`config.mk`:
```
export PLATFORM = sky130hd
export DESIGN_NAME = lpwt_cell
export DESIGN_NICKNAME = d
export VERILOG_FILES = /design/src/lru_page_window_table_unit_defines.svh /design/src/lpwt_pkg.sv /design/src/lpwt_cell.sv
export SDC_FILE = /design/constraint.sdc
export NUM_CORES = 1
export LEC_CHECK = 0
export BUFFER_PORTS_ARGS = -buffer_cell sky130_fd_sc_hd__buf_2
export CAP_MARGIN = 20
export CORE_AREA = 5 5 317 319
export DETAILED_ROUTE_END_ITERATION = 7
export DIE_AREA = 0 0 322 324
export HOLD_SLACK_MARGIN = 0.08
export RECOVER_POWER = 25
export SLEW_MARGIN = 15
export SYNTH_ARGS = -nofsm -noshare
export SYNTH_HDL_FRONTEND = slang
export SYNTH_SLANG_ARGS = --single-unit
```
`constraint.sdc`:
```
create_clock -name aclk -period 9.2 [get_ports aclk]
set_input_delay 0.92 -clock aclk [delete_from_list [all_inputs] [get_ports aclk]]
set_output_delay 0.92 -clock aclk [all_outputs]
set_load 0.05 [all_outputs]
```
`src/lru_page_window_table_unit_defines.svh`:
```
`ifndef LRU_PAGE_WINDOW_TABLE_UNIT_DEFINES_SVH
`define LRU_PAGE_WINDOW_TABLE_UNIT_DEFINES_SVH

// check that cons holds in the same cycle as ante
`define LPWT_ASSERT_IMPL(label, clk, rst_n, ante, cons) \
    label: assert property (@(posedge clk) disable iff (!rst_n) (ante) |-> (cons)) \
        else $error("page window table check failed");

// check that cons holds in the cycle after ante
`define LPWT_ASSERT_NEXT(label, clk, rst_n, ante, cons) \
    label: assert property (@(posedge clk) disable iff (!rst_n) (ante) |=> (cons)) \
        else $error("page window table sequencing check failed");

`endif

```
`src/lpwt_pkg.sv`:
```
package lpwt_pkg;

    localparam int ID_W     = 64;
    localparam int OFFSET_W = 48;
    localparam int LENGTH_W = 32;
    localparam int TICK_W   = 64;
    localparam int WIN_W    = 5;
    localparam int IDX_W    = 8;
    localparam int S_DATA_W = 144;
    localparam int M_DATA_W = 216;
    localparam int M_USER_W = 3;

    localparam int CFG_ADDR_W = 3;
    localparam int CFG_DATA_W = 32;
    localparam logic REG_WINDOW = 1'b0;
    localparam logic [WIN_W-1:0] WINDOW_RESET = 5'd16;

    typedef enum logic [1:0] {
        KIND_MAP      = 2'd0,
        KIND_PREFETCH = 2'd1,
        KIND_TOUCH    = 2'd2,
        KIND_UNMAP    = 2'd3
    } kind_t;

    typedef enum logic [1:0] {
        WR_NONE  = 2'd0,
        WR_ENTRY = 2'd1,
        WR_TICK  = 2'd2,
        WR_CLEAR = 2'd3
    } wr_op_t;

    typedef struct packed {
        logic                valid;
        logic [ID_W-1:0]     key;
        logic                match_hit;
        logic [IDX_W-1:0]    match_idx;
        logic [OFFSET_W-1:0] match_offset;
        logic [LENGTH_W-1:0] match_length;
        logic                free_hit;
        logic [IDX_W-1:0]    free_idx;
        logic                lru_hit;
        logic [IDX_W-1:0]    lru_idx;
        logic [TICK_W-1:0]   lru_tick;
        logic [ID_W-1:0]     lru_id;
    } scan_rec_t;

    typedef struct packed {
        wr_op_t              op;
        logic [IDX_W-1:0]    idx;
        logic [ID_W-1:0]     id;
        logic [OFFSET_W-1:0] offset;
        logic [LENGTH_W-1:0] length;
        logic [TICK_W-1:0]   tick;
    } wr_cmd_t;

endpackage

```
`src/lpwt_cell.sv`:
```
module lpwt_cell #(
    parameter int CELL_INDEX = 0
) (
    input  logic                aclk,
    input  logic                aresetn,
    input  lpwt_pkg::scan_rec_t rec_i,
    output lpwt_pkg::scan_rec_t rec_o,
    input  lpwt_pkg::wr_cmd_t   cmd_i
);

    localparam logic [lpwt_pkg::IDX_W-1:0] MY_IDX = lpwt_pkg::IDX_W'(CELL_INDEX);

    logic                          valid_reg;
    logic [lpwt_pkg::ID_W-1:0]     id_reg;
    logic [lpwt_pkg::OFFSET_W-1:0] offset_reg;
    logic [lpwt_pkg::LENGTH_W-1:0] length_reg;
    logic [lpwt_pkg::TICK_W-1:0]   tick_reg;

    logic                rec_valid_reg;
    lpwt_pkg::scan_rec_t rec_data_reg;
    lpwt_pkg::scan_rec_t rec_next;

    logic sel;
    logic hit;
    logic lru_better;

    assign sel = (cmd_i.idx == MY_IDX);
    assign hit = valid_reg && (id_reg == rec_i.key);
    assign lru_better = valid_reg && (!rec_i.lru_hit || (tick_reg < rec_i.lru_tick) ||
                        ((tick_reg == rec_i.lru_tick) && (id_reg < rec_i.lru_id)));

    always_comb begin
        rec_next = rec_i;
        if (hit && !rec_i.match_hit) begin
            rec_next.match_hit    = 1'b1;
            rec_next.match_idx    = MY_IDX;
            rec_next.match_offset = offset_reg;
            rec_next.match_length = length_reg;
        end
        if (!valid_reg && !rec_i.free_hit) begin
            rec_next.free_hit = 1'b1;
            rec_next.free_idx = MY_IDX;
        end
        if (lru_better) begin
            rec_next.lru_hit  = 1'b1;
            rec_next.lru_idx  = MY_IDX;
            rec_next.lru_tick = tick_reg;
            rec_next.lru_id   = id_reg;
        end
    end

    always_ff @(posedge aclk) begin
        if (!aresetn) begin
            valid_reg     <= 1'b0;
            rec_valid_reg <= 1'b0;
        end else begin
            rec_valid_reg <= rec_i.valid;
            if (sel) begin
                case (cmd_i.op)
                    lpwt_pkg::WR_ENTRY: valid_reg <= 1'b1;
                    lpwt_pkg::WR_CLEAR: valid_reg <= 1'b0;
                    default:            valid_reg <= valid_reg;
                endcase
            end
        end
    end

    always_ff @(posedge aclk) begin
        rec_data_reg <= rec_next;
        if (sel) begin
            case (cmd_i.op)
                lpwt_pkg::WR_ENTRY: begin
                    id_reg     <= cmd_i.id;
                    offset_reg <= cmd_i.offset;
                    length_reg <= cmd_i.length;
                    tick_reg   <= cmd_i.tick;
                end
                lpwt_pkg::WR_TICK: begin
                    tick_reg <= cmd_i.tick;
                end
                default: begin
                end
            endcase
        end
    end

    always_comb begin
        rec_o       = rec_data_reg;
        rec_o.valid = rec_valid_reg;
    end

endmodule

```
==> impl_metrics.env, run 1 <==
export IMPL_critPathCaptureType="register"
export IMPL_p_per_area_nw_per_um2=206
export IMPL_critPathArrivalTime_ns=5.06
export IMPL_gr_usage_all_layers_pct=15.0
export IMPL_dp_hpwl_mm=69.0
export IMPL_netlist_area_sq_um=19100
export IMPL_p_leak_nw=11.9
export IMPL_via_per_inst=3.93
export IMPL_pwr_share_seq_pct=44.3
export IMPL_rsz0062_at_grt="false"
export IMPL_grt_pass1_vias=14560
export IMPL_min_from="rec_i[253]"
export IMPL_stdcell_count=3561
export IMPL_die_height_um=324
export IMPL_fmax_mhz=220
export IMPL_grt_use_met2_pct=25.5
export IMPL_grt_max_degree=132
export IMPL_synth_main_ff_cell="dfxtp_1"
export IMPL_fin_nets=2853
export IMPL_post_cts_resized=0
export IMPL_drv_cap=0
export IMPL_ant_nets=0
export IMPL_gr_usage_met1_pct=17.4
export IMPL_final_min_clock_period_ns=4.55
export IMPL_reg2regPathDepth=10
export IMPL_hold_viol=0
export IMPL_finalPower_mw=5.51
export IMPL_fp_dieW_um=322
export IMPL_vdd_drop_max_mv=0.135
export IMPL_postLayoutCoreUtil_pct=27.4
export IMPL_criticalPathCategory="input pin to register"
export IMPL_start_util_pct=19.5
export IMPL_fin_worst_skew_ns=0.0236
export IMPL_clk_pin_slew_ns=0.06
export IMPL_h_tree_depth=2
export IMPL_largest_reg_flops=299
export IMPL_critPathLaunchType="input pin"
export IMPL_p_sw_mw=1.44
export IMPL_max_slew_margin_pct=15.9
export IMPL_r2r_slack_ns=4.66
export IMPL_worst_hold_path_type="input pin to register"
export IMPL_holdPathStages=1
export IMPL_fin_ws_ns=4.65
export IMPL_ys_types=56
export IMPL_tightest_slew_ns=1.26
export IMPL_clock_latency_ns=0.64
export IMPL_whs_ns=0.427
export IMPL_synth_seq_cells=509
export IMPL_mostFrequentLayoutCells="buf_2 (749), dfxtp_1 (301), edfxtp_1 (208), mux2_2 (176), inv_1 (158)"
export IMPL_drt_initial_drc_count=719
export IMPL_wire_per_inst_um=23.2
export IMPL_pwr_share_comb_pct=11.1
export IMPL_setup_violations=0
export IMPL_drt_pass1_iterations=5
export IMPL_syn2layout_area_growth_pct=40.2
export IMPL_cts_tree="done"
export IMPL_grt_ovfl_total=0
export IMPL_final_max_slew_viol_count=0
export IMPL_async_flop_share_pct=0
export IMPL_grt_pass1_wl_mm=110
export IMPL_antenna_found_initial=67
export IMPL_intPower_mw=4.07
export IMPL_met3_usage_pct=6.51
export IMPL_preCtsSetupSlack_ns=4.15
export IMPL_ys_warn_count=0
export IMPL_placed_cell_area_sq_um=24700
export IMPL_fin_area_sq_um=26700
export IMPL_cts_setup_buffers=0
export IMPL_ioPinCount=820
export IMPL_run_status="finished clean"
export IMPL_tns_ns=0
export IMPL_portBuffers=819
export IMPL_synth_avg_cell_area_sq_um=14.3
export IMPL_r2r_start="tick_reg[55]"
export IMPL_synth_edf_count=208
export IMPL_ys_seq_area_share_pct=64.4
export IMPL_drc=0
export IMPL_cts_hold_fix_buffers=0
export IMPL_clockBufferDepth=3
export IMPL_switching_share_pct=26.1
export IMPL_synthCells=1338
export IMPL_busiest_layer="met2"
export IMPL_row_count=115
export IMPL_cts_sinks=509
export IMPL_wl_mm=82.8
export IMPL_gp_congestion=0.823
export IMPL_syn_num_nets=1987
export IMPL_fin_crit_sh_pct=49.4
export IMPL_min_to="rec_o[253]"
export IMPL_dp_cells=3430
export IMPL_vias=13977
export IMPL_layout_commonest_cell="buf_2"
export IMPL_pwr_share_clk_pct=44.7
export IMPL_die_area_sq_um=104000
export IMPL_rr_endpoint="rec_o[55]"
export IMPL_cts_root_buf="clkbuf_16"
export IMPL_cp_max_fo=131
export IMPL_fp_coreArea_sq_um=97600
export IMPL_drive_gt1_share_pct=47.4
export IMPL_crit_required_ns=9.71
export IMPL_cts_made_buffers=59
## critical path, cell delays in order
cell	delay (ns)
buf_2	0.10
inv_1	0.04
ha_1	0.32
nand4_1	0.20
or4_4	0.58
or3_4	0.40
nor4_1	0.51
o21ai_1	0.14
a22oi_1	0.25
a22o_4	0.24
buf_12	0.42
mux2_2	0.43
## power groups by stage
stage / sequential, mW / clock (mW) / combinational (mW)
floorplan: 2.73 / 0 / 0.113
global placement: 2.49 / 0 / 0.615
detailed placement: 2.49 / 0 / 0.621
CTS: 2.44 / 2.57 / 0.624
global route: 2.44 / 2.65 / 0.650
finish: 2.44 / 2.46 / 0.610
## Yosys cell counts (11+ instances only)
cell type | count | area, sq um
dfxtp_1 | 301 | 6030
edfxtp_1 | 208 | 6250
mux2_2 | 176 | 1980
inv_1 | 158 | 593
ha_1 | 129 | 1610
a21oi_1 | 41 | 205
nand4_1 | 30 | 188
xor2_1 | 25 | 219
nand2_1 | 22 | 82.6
nor2_1 | 22 | 82.6
mux2_4 | 20 | 300
a21o_1 | 19 | 143
xnor2_1 | 19 | 166
nor2b_1 | 18 | 113
o21ai_0 | 14 | 70.1
nand3_1 | 13 | 65.1
mux2i_1 | 12 | 120
nor4_1 | 12 | 75.1
buf_4 | 11 | 82.6
## metal layers
layer  wire (um)  share of wire [%]
met1       32200                 39
met5         276               0.33
met2       39700                 48
met3        8670                 10
met4        1890                2.3
## area by class of cell
cell class,instances,area [sq um]
diodes,19,47.5
clock buffers,87,1820
clock inverters,25,246
fillers,10230,70800
inverters,158,593
multi-input cells,646,6030
flip-flops and latches,509,12300
well taps,1287,1610
repair buffers,830,4110
## cell families (layout without fill, tap and decap cells)
family	count (synthesis)	count (layout)	share of synthesized area (%)
flops	509	509	64.4
simple gates	144	144	4.26
fa+ha+maj	129	129	8.46
other cells	0	19	0
buf+inv	183	1100	4.14
compound gates	121	121	4.16
mux	208	208	12.6
xor+xnor	44	44	2.02
## worst max-delay path by stage
stage	from	endpoint	slack, ns	cells after the start
2_1_floorplan	cmd_i[213]	tick_reg[0]	2.75	2
6_report	rec_i[119]	rec_o[55]	4.65	12
4_1_cts	tick_reg[55]	rec_o[90]	4.81	10
3_3_place_gp	rec_i[118]	rec_o[22]	4.16	12
3_5_place_dp	rec_i[119]	rec_o[56]	4.15	12
5_1_grt	tick_reg[19]	rec_o[55]	4.55	10
No activity file was read; power rests on OpenSTA's default activity.
==> run 2, diff against run 1 <==
==> constraint.sdc (replaced) <==
create_clock -name aclk -period 3.9 [get_ports aclk]
set_input_delay 0.39 -clock aclk [delete_from_list [all_inputs] [get_ports aclk]]
set_output_delay 0.39 -clock aclk [all_outputs]
set_load 0.05 [all_outputs]
==> run 2 against run 1 <==
Effect of this change: flip-flop and latch count is the same; clock-buffer cell count shrank 5; utilization grew 5.5 points; sequential share of layout area shrank 7.6 points; first-iteration DRC count shrank 7.8%; cell count grew 15%; clock power grew 130%; global-route usage grew 2.0 points; routed wire length grew 12%; clock skew grew 0.020 ns; hold slack lost 0.28 ns; sequential power grew 140%; critical endpoint is now rec_o[22]; largest cell class unchanged.
==> impl_metrics.env, run 2 (synthesis results as in run 1) <==
export IMPL_run_status="finished clean"
export IMPL_grt_ovfl_total=0
export IMPL_syn2layout_area_growth_pct=68.2
export IMPL_wl_mm=93.0
export IMPL_critPathArrivalTime_ns=4.29
export IMPL_row_count=115
export IMPL_fin_crit_sh_pct=97.1
export IMPL_grt_pass1_wl_mm=127
export IMPL_grt_pass1_vias=17457
export IMPL_clock_latency_ns=0.66
export IMPL_via_per_inst=3.93
export IMPL_largest_reg_flops=299
export IMPL_gr_usage_all_layers_pct=17.0
export IMPL_cts_tree="done"
export IMPL_grt_max_degree=70
export IMPL_p_per_area_nw_per_um2=417
export IMPL_preCtsSetupSlack_ns=-0.0462
export IMPL_portBuffers=819
export IMPL_cts_setup_buffers=0
export IMPL_cpMaxStageDelayCell="a211oi_1"
export IMPL_clk_pin_slew_ns=0.06
export IMPL_cts_made_buffers=60
export IMPL_drv_cap=0
export IMPL_fin_area_sq_um=32100
export IMPL_postLayoutCoreUtil_pct=32.9
export IMPL_drt_pass1_iterations=5
export IMPL_drt_initial_drc_count=663
export IMPL_r2r_slack_ns=0.20
export IMPL_p_leak_nw=14.1
export IMPL_fp_dieW_um=322
export IMPL_cp_max_fo=18
export IMPL_worst_hold_path_type="input pin to register"
export IMPL_fin_ws_ns=0.112
export IMPL_rsz0062_at_grt="false"
export IMPL_final_min_clock_period_ns=3.79
export IMPL_clockBufferDepth=3
export IMPL_max_slew_margin_pct=48.7
export IMPL_vdd_drop_max_mv=0.354
export IMPL_critPathLaunchType="input pin"
export IMPL_ioPinCount=820
export IMPL_start_util_pct=19.5
export IMPL_die_height_um=324
export IMPL_fmax_mhz=264
export IMPL_fin_worst_skew_ns=0.0432
export IMPL_cts_sinks=509
export IMPL_wire_per_inst_um=22.6
export IMPL_fin_nets=3394
export IMPL_hold_viol=0
export IMPL_drc=0
export IMPL_fp_coreArea_sq_um=97600
export IMPL_h_tree_depth=2
export IMPL_mostFrequentLayoutCells="buf_2 (737), dlygate4sd3_1 (509), dfxtp_1 (301), edfxtp_1 (208), mux2_2 (176)"
export IMPL_dp_cells=3461
export IMPL_ant_nets=0
export IMPL_stdcell_count=4109
export IMPL_drive_gt1_share_pct=38.7
export IMPL_tightest_slew_ns=0.765
export IMPL_vias=16144
export IMPL_criticalPathCategory="input pin to register"
export IMPL_final_max_slew_viol_count=0
export IMPL_setup_violations=0
export IMPL_cpPeakStageDelay_ns=0.71
export IMPL_die_area_sq_um=104000
export IMPL_antenna_found_initial=53
export IMPL_cp_cell_sequence="dlygate4sd3_1 > buf_2 > inv_1 > ha_1 > a211oi_1 > o21ai_0 > a211oi_1 > o41ai_1 > a31o_2 > nand4_1 > a22o_4 > buf_12 > buf_12 > mux2_2"
export IMPL_cts_root_buf="clkbuf_16"
export IMPL_gp_congestion=0.798
export IMPL_fillers=9754
export IMPL_crit_required_ns=4.40
export IMPL_placed_cell_area_sq_um=25000
export IMPL_layout_commonest_cell="buf_2"
export IMPL_critPathCaptureType="register"
export IMPL_dp_hpwl_mm=74.6
-- run 2: cell types whose count changed in the layout (fill, tap and decap cells not counted), sizes merged --
cell | before | now
buf | 760 | 779
bufinv | 3 | 4
clkbuf | 157 | 164
clkinvlp | 1 | 2
clkinv | 15 | 18
dlygate4sd3 | 0 | 509
diode | 19 | 27
-- run 2: worst paths after layout --
check | start | endpoint | depth (start not counted)
worst min register to register | offset_reg[40] | rec_o[218] | 1
worst max register to register | id_reg[2] | rec_o[22] | 11
worst min-delay path | rec_i[234] | rec_o[234] | 2
worst max-delay path | rec_i[2] | rec_o[22] | 14
-- run 2: timing repair --
item / 4_1_cts / 5_1_grt
setup endpoints to repair: 0 / 8
hold buffers: 509 / 0
hold endpoints to repair: 508 / 0
gates resized for setup: 0 / 2
-- run 2: critical path, delay by kind of cell --
kind / cells / cell delay (ns)
adder cells (fa/ha/maj): 1 / 0.30
buffers and inverters: 5 / 1.12
AO/OA/AOI/OAI: 6 / 1.97
multiplexers: 1 / 0.34
AND/OR/NAND/NOR: 1 / 0.14
-- run 2: cell type report --
type / instances / area, sq um / area share [%]
clock inverters: 30 / 294 / 0.917
flip-flops and latches: 509 / 12300 / 38.3
clock buffers: 82 / 1670 / 5.20
well taps: 1287 / 1610 / 5.02
repair buffers: 1370 / 9510 / 29.6
multi-input cells: 646 / 6060 / 18.9
diodes: 27 / 67.6 / 0.211
inverters: 158 / 593 / 1.85
-- run 2: report_power, final --
group,internal [mW],switching [mW]
Clock,3.27,2.43
Combinational,0.796,1.13
Sequential,5.70,0.0530
-- run 2: per-layer routing --
| metal | wire length [um] | GRT usage, % |
|---|---|---|
| met2 | 45400 | 29.8 |
| met3 | 6940 | 5.26 |
| met5 | 263 | 0 |
| met4 | 2940 | 4.90 |
| met1 | 37400 | 20.0 |
-- run 2: metrics by stage --
step / power (mW) / TNS, ns / hold slack [ns]
after global placement: 7.36 / -28.05 / 0.449
final: 13.4 / 0 / 0.147
after CTS: 13.6 / 0 / 0.112
after global routing: 13.9 / 0 / 0.121
after detailed placement: 7.37 / -0.843 / 0.456
after floorplan: 6.71 / 0 / 0.418
